## src/design/bu2xq_pkg.sv

```systemverilog
// Shared types and codes for the 2x bilinear upsampling quad unit.
`timescale 1ns / 1ps

package bu2xq_pkg;

	// Rounding method codes held in the configuration register.
	typedef enum logic [1:0] {
		RND_TREE      = 2'd0,
		RND_HALF_UP   = 2'd1,
		RND_HALF_EVEN = 2'd2,
		RND_DITHER    = 2'd3
	} rnd_method_t;

	localparam int unsigned PIX_W   = 8;
	localparam int unsigned NOISE_W = 4;
	// Width of the weighted 9/3/3/1 sum plus the largest rounding offset.
	localparam int unsigned SUM_W   = 12;

	// Input word: one 2x2 source window and its noise value.
	typedef struct packed {
		logic [PIX_W-1:0]   top_left;
		logic [PIX_W-1:0]   top_right;
		logic [PIX_W-1:0]   bottom_left;
		logic [PIX_W-1:0]   bottom_right;
		logic [NOISE_W-1:0] dither_noise;
	} win_t;

	// Output word: the 2x2 block of upsampled pixels.
	typedef struct packed {
		logic [PIX_W-1:0] out_top_left;
		logic [PIX_W-1:0] out_top_right;
		logic [PIX_W-1:0] out_bottom_left;
		logic [PIX_W-1:0] out_bottom_right;
	} quad_t;

endpackage

```

## src/design/bu2xq_kernel.sv

```systemverilog
// One output pixel: 9/3/3/1 weighting of a source window with selectable rounding.
`timescale 1ns / 1ps

module bu2xq_kernel (
	input  logic [bu2xq_pkg::PIX_W-1:0]   center,
	input  logic [bu2xq_pkg::PIX_W-1:0]   edge_a,
	input  logic [bu2xq_pkg::PIX_W-1:0]   edge_b,
	input  logic [bu2xq_pkg::PIX_W-1:0]   diag,
	input  logic [bu2xq_pkg::NOISE_W-1:0] noise,
	input  bu2xq_pkg::rnd_method_t        method,
	output logic [bu2xq_pkg::PIX_W-1:0]   pix
);

	localparam int unsigned PW = bu2xq_pkg::PIX_W;
	localparam int unsigned SW = bu2xq_pkg::SUM_W;

	logic [PW:0]   e_sum;
	logic [PW:0]   cd_sum;
	logic [PW-1:0] lo;
	logic [PW-1:0] hi;
	logic [PW-1:0] cd;
	logic [PW:0]   all_sum;
	logic [PW-1:0] all_avg;
	logic [PW:0]   edge_sum;
	logic [PW-1:0] edge_avg;
	logic [PW:0]   fin_sum;
	logic [PW-1:0] tree_pix;
	logic [SW-1:0] wsum;
	logic [SW-1:0] x_even;
	logic [SW-1:0] rounded;

	// Averaging tree: chained floor and ceil halving averages, all within 8 bits.
	always_comb begin
		e_sum    = {1'b0, edge_a} + {1'b0, edge_b};
		lo       = e_sum[PW:1];
		hi       = PW'((e_sum + (PW+1)'(1)) >> 1);
		cd_sum   = {1'b0, center} + {1'b0, diag} + (PW+1)'(1);
		cd       = cd_sum[PW:1];
		all_sum  = {1'b0, lo} + {1'b0, cd} + (PW+1)'(1);
		all_avg  = all_sum[PW:1];
		edge_sum = {1'b0, hi} + {1'b0, all_avg} + (PW+1)'(1);
		edge_avg = edge_sum[PW:1];
		fin_sum  = {1'b0, center} + {1'b0, edge_avg};
		tree_pix = fin_sum[PW:1];
	end

	// Exact weighted sum; at most 4080, so any rounding offset stays within 12 bits
	// and the quotient never exceeds 255.
	always_comb begin
		wsum = SW'({center, 3'b000}) + SW'(center)
			+ SW'({1'b0, e_sum}) + SW'({e_sum, 1'b0}) + SW'(diag);
		x_even = wsum + SW'(7);
		unique case (method)
			bu2xq_pkg::RND_HALF_UP:   rounded = wsum + SW'(8);
			bu2xq_pkg::RND_HALF_EVEN: rounded = x_even + SW'(x_even[4]);
			bu2xq_pkg::RND_DITHER:    rounded = wsum + SW'(noise);
			default:                  rounded = wsum;
		endcase
	end

	// Method select between the tree and the divided sum.
	assign pix = (method == bu2xq_pkg::RND_TREE) ? tree_pix : rounded[SW-1:4];

endmodule

```

## src/design/bu2xq_quad.sv

```systemverilog
// Four kernels that map one source window onto the 2x2 output block.
`timescale 1ns / 1ps

module bu2xq_quad (
	input  bu2xq_pkg::win_t        win,
	input  bu2xq_pkg::rnd_method_t method,
	output bu2xq_pkg::quad_t       quad
);

	// Each output leans toward its nearest source pixel.
	bu2xq_kernel u_tl (
		.center (win.top_left),
		.edge_a (win.bottom_left),
		.edge_b (win.top_right),
		.diag   (win.bottom_right),
		.noise  (win.dither_noise),
		.method (method),
		.pix    (quad.out_top_left)
	);

	bu2xq_kernel u_tr (
		.center (win.top_right),
		.edge_a (win.top_left),
		.edge_b (win.bottom_right),
		.diag   (win.bottom_left),
		.noise  (win.dither_noise),
		.method (method),
		.pix    (quad.out_top_right)
	);

	bu2xq_kernel u_bl (
		.center (win.bottom_left),
		.edge_a (win.top_left),
		.edge_b (win.bottom_right),
		.diag   (win.top_right),
		.noise  (win.dither_noise),
		.method (method),
		.pix    (quad.out_bottom_left)
	);

	bu2xq_kernel u_br (
		.center (win.bottom_right),
		.edge_a (win.bottom_left),
		.edge_b (win.top_right),
		.diag   (win.top_left),
		.noise  (win.dither_noise),
		.method (method),
		.pix    (quad.out_bottom_right)
	);

endmodule

```

## src/design/bilinear_upsample_2x_quad_unit.sv

```systemverilog
// An accepted window word is captured in the input register, and its quad word in the output register.
// Throughput: one window word per cycle while the output is not stalled; the input register feeds the four kernels,
// whose results land in the output register; the input register can still load while the output register holds.
// A stalled output word holds in its register while an empty input register still takes one more word.
// Reset clears both valid flags and sets the rounding method to the averaging tree.
`timescale 1ns / 1ps

module bilinear_upsample_2x_quad_unit (
	input  logic                  clk,
	input  logic                  arst_n,
	// Window input channel.
	input  logic                  win_valid,
	output logic                  win_stall,
	input  bu2xq_pkg::win_t       win,
	// Quad output channel.
	output logic                  quad_valid,
	input  logic                  quad_stall,
	output bu2xq_pkg::quad_t      quad,
	// Configuration write channel.
	input  logic                  cfg_valid,
	output logic                  cfg_ready,
	input  logic [1:0]            cfg_data
);

	bu2xq_pkg::rnd_method_t method_q;
	logic                   valid_s1;
	bu2xq_pkg::win_t        win_s1;
	logic                   valid_s2;
	bu2xq_pkg::quad_t       quad_s2;
	bu2xq_pkg::quad_t       quad_comb;
	logic                   load_s2;
	logic                   load_s1;

	// Configuration register; always ready.
	assign cfg_ready = 1'b1;

	always_ff @(posedge clk or negedge arst_n) begin
		if (!arst_n) begin
			method_q <= bu2xq_pkg::RND_TREE;
		end else if (cfg_valid && cfg_ready) begin
			method_q <= bu2xq_pkg::rnd_method_t'(cfg_data);
		end
	end

	// Pipeline flow: output register loads when empty or drained, input register
	// loads when empty or when its word moves on.
	assign load_s2   = !valid_s2 || !quad_stall;
	assign load_s1   = !valid_s1 || load_s2;
	assign win_stall = !load_s1;

	always_ff @(posedge clk or negedge arst_n) begin
		if (!arst_n) begin
			valid_s1 <= 1'b0;
			valid_s2 <= 1'b0;
		end else begin
			if (load_s1) begin
				valid_s1 <= win_valid;
			end
			if (load_s2) begin
				valid_s2 <= valid_s1;
			end
		end
	end

	// Payload registers.
	always_ff @(posedge clk) begin
		if (load_s1 && win_valid) begin
			win_s1 <= win;
		end
		if (load_s2 && valid_s1) begin
			quad_s2 <= quad_comb;
		end
	end

	// Kernel logic between the two registers.
	bu2xq_quad u_quad (
		.win    (win_s1),
		.method (method_q),
		.quad   (quad_comb)
	);

	assign quad_valid = valid_s2;
	assign quad       = quad_s2;

endmodule
```

## config.mk

```make
export PLATFORM = sky130hd
export DESIGN_NAME = bilinear_upsample_2x_quad_unit
export DESIGN_NICKNAME = d
export VERILOG_FILES = /design/src/design/bu2xq_pkg.sv /design/src/design/bu2xq_kernel.sv /design/src/design/bu2xq_quad.sv /design/src/design/bilinear_upsample_2x_quad_unit.sv
export SDC_FILE = /design/constraint.sdc
export NUM_CORES = 1
export LEC_CHECK = 0
export ABC_AREA = 1
export BUFFER_PORTS_ARGS = -buffer_cell sky130_fd_sc_hd__buf_4
export CAP_MARGIN = 20
export CELL_PAD_IN_SITES_DETAIL_PLACEMENT = 2
export CELL_PAD_IN_SITES_GLOBAL_PLACEMENT = 2
export CORE_MARGIN = 2
export CORE_UTILIZATION = 37
export CTS_CLUSTER_DIAMETER = 60
export DETAILED_ROUTE_END_ITERATION = 7
export GPL_TIMING_DRIVEN = 0
export HOLD_SLACK_MARGIN = 0.08
export PLACE_DENSITY_LB_ADDON = 0.1
export SYNTH_ARGS = -nofsm -noshare
export SYNTH_HDL_FRONTEND = slang
export SYNTH_SLANG_ARGS = --single-unit
```

## constraint.sdc

```tcl
create_clock -name clk -period 6.8 [get_ports clk]
set_input_delay 0 -clock clk [delete_from_list [all_inputs] [get_ports clk]]
set_output_delay 0 -clock clk [all_outputs]
set_load 0.02 [all_outputs]
```

# Yosys cells after proc, flatten, opt, wreduce, memory -nomap -nowiden
# Cells that the tools add are included.
dict set report classes {
  addsub 48
  n_mul 0
  div 0
  magnitude_cmp 0
  eq_ne 3
  n_shift 0
  n_mux 8
  bitwise_logic 0
  reduce_logical 9
}
# op n
set ops {}
lappend ops {{$pmux 12 s3} 4}
lappend ops {{$add 8x8->9} 10}
lappend ops {{$add 9x1->9 const B} 6}
lappend ops {{$add 11x8->12} 4}
lappend ops {{$add 12x1->12} 4}
lappend ops {{$add 12x10->12} 4}
lappend ops {{$add 12x3->12 const B} 4}
lappend ops {{$add 12x4->12} 4}
lappend ops {{$add 12x4->12 const B} 4}
lappend ops {{$add 12x8->12} 4}
lappend ops {{$add 12x9->12} 4}
lappend ops {{$mux 8} 4}
lappend ops {{$eq 2x2->1 const B} 2}
lappend ops {{$logic_not 1->1} 4}
lappend ops {{$eq 2x1->1 const B} 1}
lappend ops {{$logic_and 1x1->1} 2}
lappend ops {{$logic_not 2->1} 1}
lappend ops {{$logic_or 1x1->1} 2}
dict set report word_totals {
  regBits 72
  latch_bits 0
  mem_bits_rw 0
  mem_bits_ro 0
  in_bits 43
  output_inout_bits 35
  elab_cells 80
  n_memories 0
}

# Logic depth before layout (Yosys ltp)
# Gate-level depths: netlist of run 1.
dict set report logic_depth {
  depth_word 8
  mapped_depth 36
  ltp_nobuf 36
}

# Cells and area by module
# A second synthesis of run 1 with hierarchy kept.
dict set report unflattened {
  hier_cells 2452
  hier_area_um2 17339.1
}
# module instances cells_per_inst area_per_inst_um2 seq_area_each_um2
set by_module_without_submodules {}
lappend by_module_without_submodules {{bu2xq_kernel (u_quad.u_tr)} 1 607 3846.2 0.0}
lappend by_module_without_submodules {{bu2xq_kernel (u_quad.u_tl)} 1 585 3791.1 0.0}
lappend by_module_without_submodules {{bu2xq_kernel (u_quad.u_br)} 1 594 3741.1 0.0}
lappend by_module_without_submodules {{bu2xq_kernel (u_quad.u_bl)} 1 576 3737.3 0.0}
lappend by_module_without_submodules {bilinear_upsample_2x_quad_unit 1 90 2223.4 2142.1}

# Worst setup path after synthesis of run 1
# No wires, ideal clock.
dict set report synth_timing {
  kind {register to register}
  from {reg win_s1[4] (netlist name)}
  to {reg quad_s2 (netlist bit quad[31]) (data pin)}
  setup_ns 0.260
  t_arrival_ns 4.843
  t_required_ns 6.540
  setup_slack_ns 1.697
  stages_incl_launch_ff 31
  path_buffers 0
  period_less_slack_ns 5.103
  cell_sequence {edfxtp_1 -> ha_1 -> fa_1 -> or2_2 -> nand2_1 -> xor2_1 -> inv_1 -> fa_1 -> nand2_1 -> inv_1 -> o21ai_0 -> nand2_1 -> inv_1 -> nand2_1 -> nand2_1 -> inv_1 -> ha_1 -> nand2_1 -> o21ai_0 -> xnor2_1 -> inv_1 -> ha_1 -> a21oi_1 -> nand2_1 -> a21oi_1 -> inv_1 -> a21oi_1 -> nor2_1 -> o21a_1 -> nor3_1 -> a21oi_1}
}
# item line_no
set synth_rtl {}
lappend synth_rtl {{start: declaration} bilinear_upsample_2x_quad_unit.sv:27} ;# bu2xq_pkg::win_t win_s1;
lappend synth_rtl {{start signal: assignment} bilinear_upsample_2x_quad_unit.sv:68} ;# win_s1 <= win;
lappend synth_rtl {{end signal: assignment} bilinear_upsample_2x_quad_unit.sv:71} ;# quad_s2 <= quad_comb;
lappend synth_rtl {{end: declaration} bilinear_upsample_2x_quad_unit.sv:29} ;# bu2xq_pkg::quad_t quad_s2;

==> key figures, run 1 <==
Detailed routing
  • DR pass1 iterations: 5
  • Detailed Route WL: between 50000 and 60000 µm
  • Vias/cell: ~5.4
  • First DRT Iteration DRCs: between 500 and 600
  • Wire length per cell: between 20 and 25 µm
  • Drc violations: 0
  • Antenna viol nets, final: 0
  • Via Count: about 13000

CTS
  • Maximum clock insertion buffer count: 2
  • Clock latency on the worst-skew pair: approximately 0.4 ns
  • CTS Sinks: approximately 70
  • CTS tree: built
  • Worst-path clk slew: 0.08 ns
  • H-tree levels: 3
  • Inserted Clock Buffers: 9
  • Root Driver: clkbuf_16

Yosys
  • Main synth FF type: edfxtp_1
  • Synth top area share: between 15 and 20%
  • Avg Cell Area, Syn: around 6.9 µm²
  • Synthesized area: between 10000 and 15000 µm²
  • Post-synth ARST share: around 5.6%
  • Ys Warns: 0
  • Yosys cell types: 47
  • Yosys reg bits: 72
  • Top area cells in the synthesized netlist: edfxtp_1 15%, ha_1 14%, nand2_1 14%
  • Syn_nets: approximately 2200
  • Fraction of the yosys area taken by sequential cells: 16.17%
  • Cells after Synth: ~1900
  • Leading area contributor after synthesis: edfxtp_1
  • Post-synth EDFFs: 68

STA
  • Final Critical Period: between 6 and 7 ns
  • Slew headroom: between 30% and 40%
  • Final hold violations: 0
  • Measured slew at the worst slew-check pin: 0.9737 ns
  • Final setup violating endpoints: 0
  • Final Max Slew Viols: 0
  • Clock Skew: approximately 0.02 ns
  • Setup TNS: 0 ns
  • Fin crit share: approximately 92%
  • RSZ-0062 raised after global routing: false
  • Max Freq: about 160 MHz

Floorplan
  • Die area: 37330 µm²
  • Die width: 193.2 µm
  • I/O pin count: 78
  • CORE AREA: 35400 µm²
  • Die Ht: ~190 µm
  • Initial Util: 37.42%
  • Row cnt: roughly 70

Global route
  • Total Routing Usage GR: between 20% and 30%
  • Pin count of the biggest net entering global routing: 37
  • First-pass GRT wire length: 84870 µm
  • GRT Residual Overflow: 0
  • Initial antenna violation count: 0
  • Vias in the first global route: 15180

Worst hold path
  • Hold path startpoint: win[15]
  • Hold crit path type: in2reg
  • Endpoint, Worst Hold: win_s1[15]
  • Hold Path Depth: 2

Placement
  • Final HPWL DP: around 44000 µm
  • Routability cong.: between 0.8 and 0.9
  • Placed insts: about 2400
  • I/O Buffers: between 70 and 80

Worst setup path
  • Cell repeated most along the worst path: nand2_1
  • Worst r2r src: win_s1[13]
  • Reg2reg end: quad[14]
  • Slowest stage delay, CP: 0.53 ns
  • Worst reg2reg setup slack: a little over 0.5 ns
  • WP data required: just under 7 ns
  • Critical Path Fanout Max: 5
  • Arr. time, crit path: between 6 and 7 ns
  • Buf/Inv on CP: 5
  • Setup crit start kind: flip-flop
  • Critical Path End Type: flip-flop
  • R2R cell count: 30
  • Highest-delay cell along the critical path: edfxtp_1
  • CP top delay family: adder cells
  • Crit Path Class: reg2reg

Final layout
  • Layout cells sized above 1: approximately 11%
  • Layout Cells excl Fill: roughly 2500
  • Total Nets Final: around 2300
  • Most frequent cells in the layout: 478 x nand2_1, 346 x inv_1, 194 x nand3_1, 151 x ha_1, 128 x nor2_1
  • Layout Area Growth over Synthesis: 14.79%
  • Most common cell after layout, fill and taps aside: nand2_1
  • Diode count: 0

Status
  • Status: complete, no violations

Flow run
  • Max-cap viol count: 0
==> how the worst max path moves through the flow <==
| stage | start | endpoint | depth (start not counted) |
|---|---|---|---|
| 3_3_place_gp | win_s1[4] | quad[23] | 25 |
| 2_1_floorplan | win_s1[4] | quad[31] | 30 |
| 5_1_grt | win_s1[13] | quad[14] | 30 |
| 4_1_cts | win_s1[13] | quad[31] | 26 |
| 6_report | win_s1[13] | quad[14] | 30 |
| 3_5_place_dp | win_s1[15] | quad[31] | 24 |
==> timing repair <==
action,4_1_cts,5_1_grt
hold endpoints to repair,59,0
gates resized for setup,0,7
setup endpoints to repair,0,11
hold buffers,43,0
buffers inserted,0,0
==> routing by layer <==
layer / track usage, % / part of all wire [%]
met1: 37.14 / 45
met5: 0 / 0
met2: 51.01 / 49
met3: 3.731 / 3.0
met4: 9.980 / 3.0
==> synth_stat cells, types with 15 or more instances <==
library cell and n:
a21oi_1 93, edfxtp_1 68, fa_1 79, ha_1 151
inv_1 347, inv_2 16, nand2_1 479, nand2_2 35
nand3_1 194, nand3_2 15, nand4_1 49, nor2_1 128
nor2_2 18, o21ai_0 48, xnor2_1 21, xor2_1 48
==> worst reg2reg max path, delay by kind of cell (launching register included) <==
family                   cells  cell delay (ns)
adder cells (fa/ha/maj)      5             1.70
flip-flops                   1             0.53
buffers and inverters        5             0.38
AO/OA/AOI/OAI                7             1.29
AND/OR/NAND/NOR              9             1.00
XOR/XNOR                     4             1.12
==> cell families (layout without fill, tap and decap cells) <==
kind of cell | Yosys count | in the layout | synth area share, %
DFF | 72 | 72 | 16.17
adders and majority gates | 230 | 230 | 26.20
and+or+nand+nor | 965 | 965 | 33.72
xor gates and xnor gates | 70 | 70 | 4.685
other | 1 | 1 | 0.02831
buffers and inverters | 377 | 515 | 10.84
AOI/OAI and AO/OA | 192 | 192 | 8.341
==> sequential cells by signal, indices dropped and copies added, names as in the netlist <==
name        flops
quad           32
method_q        2
win_s1         36
valid_s1        1
quad_valid      1
==> through the flow <==
stage	setup slack [ns]	cell area, µm²	hold WS, ns	util, %
after floorplan	1.697	13250	-0.2956	-
after CTS	0.2647	15160	0.3045	42.83
after global placement	0.4604	14390	-0.2008	40.66
final	0.5128	15200	0.3144	42.96
after global routing	0.03419	15200	0.3236	42.96
after detailed placement	0.3445	14430	-0.2000	40.77
==> layout make-up <==
cell class | instances | area [µm²]
Buffer | 13 | 68.82
Multi-Input combinational cell | 1458 | 9708
Clock inverter | 7 | 72.57
Clock buffer | 9 | 225.2
Fill cell | 4260 | 20190
Inverter | 364 | 1368
Timing Repair Buffer | 122 | 1044
Sequential cell | 72 | 2142
Tap cell | 461 | 576.8
Power of run 1 is not shown: default switching activity piles up to over one toggle a cycle in this logic, so the estimate is an artifact.
==> run 2, diff against run 1 <==
CORE_UTILIZATION = 38   (was 37)
SYNTH_HIERARCHICAL = 1   (was default)
clock period = 7.2 ns   (was 6.8 ns; I/O delays follow)
==> key figures, run 2 <==
Status
  • Status: complete, no violations

STA
  • Fin crit share: 89.22% (-3.2 points)
  • Final hold violations: 0 (unchanged)
  • Final WS setup: 0.7761 ns (+0.2633 ns)
  • Measured slew at the worst slew-check pin: 1.010 ns (+0.03642 ns)
  • Final Max Slew Viols: 0 (unchanged)
  • Slew headroom: 32.66% (-2.4 points)
  • Final Critical Period: 6.424 ns (+0.1367 ns)
  • Final setup violating endpoints: 0 (unchanged)
  • RSZ-0062 raised after global routing: false
  • Max Freq: 155.7 MHz (-2.1%)
  • Setup TNS: 0 ns (unchanged)
  • Clock Skew: 0.01934 ns (-0.0001205 ns)

Worst setup path
  • WP data required: 7.34 ns (+0.42 ns)
  • Setup crit start kind: flip-flop
  • Arr. time, crit path: 6.56 ns (+0.16 ns)
  • Critical Path Fanout Max: 13 (+8)
  • Worst r2r src: win_s1[29]
  • Critical Path End Type: flip-flop
  • R2R cell count: 22 (-27%)
  • Reg2reg end: quad[21]
  • Worst reg2reg setup slack: 0.78 ns (+0.26 ns)
  • Crit Path Class: reg2reg

Global route
  • Total Routing Usage GR: 27.56% (-1.7 points)
  • Met2 usage: 51.65% (+0.64 points)
  • First-pass GRT wire length: 101500 µm (+20%)
  • Met1 Use GR: 33.17% (-4.0 points)
  • Initial antenna violation count: 0 (unchanged)
  • Pin count of the biggest net entering global routing: 24 (-35%)
  • Met3 Usage GRT: 3.166% (-0.56 points)
  • Gr busiest metal: met2
  • GRT Residual Overflow: 0 (unchanged)
  • Vias in the first global route: 19030 (+25%)

Yosys
  • Cells after Synth: 2452 (+29%)
  • Synthesized area: 17340 µm² (+31%)
  • Count leader, synth: nand2_1
  • Top area cells in the synthesized netlist: ha_1 16%, fa_1 12%, edfxtp_1 12%
  • Syn_nets: 2827 (+30%)
  • Leading area contributor after synthesis: ha_1
  • Yosys reg bits: 72 (unchanged)
  • Post-synth EDFFs: 68 (unchanged)
  • Synth cell count leaders: 521 x nand2_1, 513 x inv_1, 228 x ha_1
  • Ys Warns: 6 (+6)
  • Yosys cell types: 51 (+8.5%)
  • Post-synth ARST share: 5.556% (unchanged)
  • Fraction of the yosys area taken by sequential cells: 12.35% (-3.8 points)
  • Main synth FF type: edfxtp_1
  • Synth top area share: 16.45% (+1.0 points)
  • Avg Cell Area, Syn: 7.071 µm² (+1.8%)

CTS
  • CTS Sinks: 72 (unchanged)
  • Cts hold-fix bufs: 46 (+7.0%)
  • Resize count post-CTS: 0 (unchanged)
  • CTS tree: built
  • Maximum clock insertion buffer count: 2 (unchanged)
  • Clock latency on the worst-skew pair: 0.40 ns (about the same)
  • Post-CTS Setup Inserts: 0 (unchanged)
  • Root Driver: clkbuf_16
  • Worst-path clk slew: 0.08 ns (about the same)
  • H-tree levels: 3 (unchanged)
  • Inserted Clock Buffers: 9 (unchanged)

Final layout
  • Final core occ: 43.25% (+0.30 points)
  • Total Nets Final: 2964 (+28%)
  • Most common cell after layout, fill and taps aside: nand2_1
  • Max reg flops: 36 (unchanged)
  • Final instance area: 19550 µm² (+29%)
  • Diode count: 0 (unchanged)
  • Layout cells sized above 1: 10.87% (-0.13 points)
  • Layout Area Growth over Synthesis: 12.72%
  • Most frequent cells in the layout: 521 x nand2_1, 513 x inv_1, 228 x ha_1, 206 x nand3_1, 134 x a21oi_1
  • Reg with most FFs: win_s1

Detailed routing
  • First DRT Iteration DRCs: 650 (+29%)
  • Via Count: 16930 (+26%)
  • Detailed Route WL: 64450 µm (+21%)
  • Vias/cell: 5.299 (-1.2%)
  • DR pass1 iterations: 5 (unchanged)
  • Drc violations: 0 (unchanged)
  • Wire length per cell: 20.18 µm (-5.4%)
  • Antenna viol nets, final: 0 (unchanged)

Placement
  • Placed Area: 18730 µm² (+30%)
  • Final HPWL DP: 51100 µm (+17%)
  • I/O Buffers: 76 (unchanged)
  • Pre-CTS setup slack: 0.7377 ns (+0.3931 ns)
  • Routability cong.: 0.8527 (-4.3%)

Floorplan
  • Die Ht: 217.6 µm (+13%)
  • Die area: 47350 µm² (+27%)
  • CORE AREA: 45190 µm² (+28%)
  • I/O pin count: 78 (unchanged)
  • Row cnt: 78 (+13%)
  • Die width: 217.6 µm (+13%)
  • Initial Util: 38.37% (+0.95 points)

Worst hold path
  • Hold Path Depth: 2 (unchanged)
  • Hold path startpoint: win[10]
  • Endpoint, Worst Hold: win_s1[10]
  • Hold crit path type: in2reg

Flow run
  • Max-cap viol count: 0 (unchanged)
==> run 2: cell count changes after synthesis, moves of 11 or more <==
| cell | before | now |
|---|---|---|
| inv_1 | 347 | 513 |
| ha_1 | 151 | 228 |
| xor2_1 | 48 | 93 |
| a21oi_1 | 93 | 135 |
| nand2_1 | 479 | 521 |
| fa_1 | 79 | 104 |
| xnor2_1 | 21 | 42 |
| nand4_1 | 49 | 68 |
| nand3_2 | 15 | 30 |
| nand3_1 | 194 | 206 |
| o21bai_1 | 6 | 17 |
==> run 2: worst max path at each step <==
stage	cells after the start	start	endpoint
CTS	22	win_s1[29]	quad[21]
global placement	22	win_s1[29]	quad[21]
floorplan	22	win_s1[29]	quad[23]
global route	24	win_s1[13]	quad[31]
detailed placement	22	win_s1[29]	quad[21]
finish	22	win_s1[29]	quad[21]
==> run 2: stage by stage <==
stage | cells | hold slack [ns]
final | 3194 | 0.3237
after global routing | 3194 | 0.3226
after CTS | 3192 | 0.3000
after detailed placement | 3130 | -0.1998
after global placement | 3128 | -0.2024
after floorplan | 2452 | -0.2956
==> run 2: critical path, stage by stage (launching register included) <==
cell and delay (ns):
edfxtp_1 0.93, inv_1 0.17, fa_1 0.51, xnor2_1 0.72, inv_1 0.22, fa_1 0.61, fa_1 0.44, inv_1 0.08
ha_1 0.26, inv_1 0.08, fa_1 0.65, inv_2 0.10, ha_1 0.23, nand2_1 0.15, xnor2_1 0.11, nor2_2 0.20
nand2_2 0.10, nor2_2 0.10, nand2_2 0.08, nor2_2 0.12, inv_2 0.05, nand3_1 0.09, o2111ai_1 0.14
==> run 2: area by class of cell <==
type	count	area (µm²)
sequential	72	2142
clock inverter	7	102.6
fill	5368	25640
tap	600	750.7
clock buffer	9	225.2
timing repair buffer	126	1116
buffer	3	22.52
multi-input combinational	1840	13170
inverter	537	2016
==> run 2: logic make-up after synthesis <==
logic type / after synthesis / synth area share [%]
XOR/XNOR: 142 / 7.541
flip-flops: 72 / 12.35
AND/OR/NAND/NOR: 1083 / 30.13
other: 1 / 0.02163
adder cells (fa/ha/maj): 332 / 28.46
AO/OA/AOI/OAI: 282 / 9.734
buffers and inverters: 540 / 11.75
==> run 2: layer usage <==
| metal | part of all wire, % | vias up | wire length (µm) |
|---|---|---|---|
| met5 | 0 | - | 0 |
| met4 | 2.0 | 0 | 1290 |
| met3 | 2.7 | 76 | 1742 |
| met2 | 51 | 219 | 33120 |
| met1 | 44 | 8476 | 28300 |
| li1 | - | 8154 | - |
Power of run 2 is left out for the same reason.
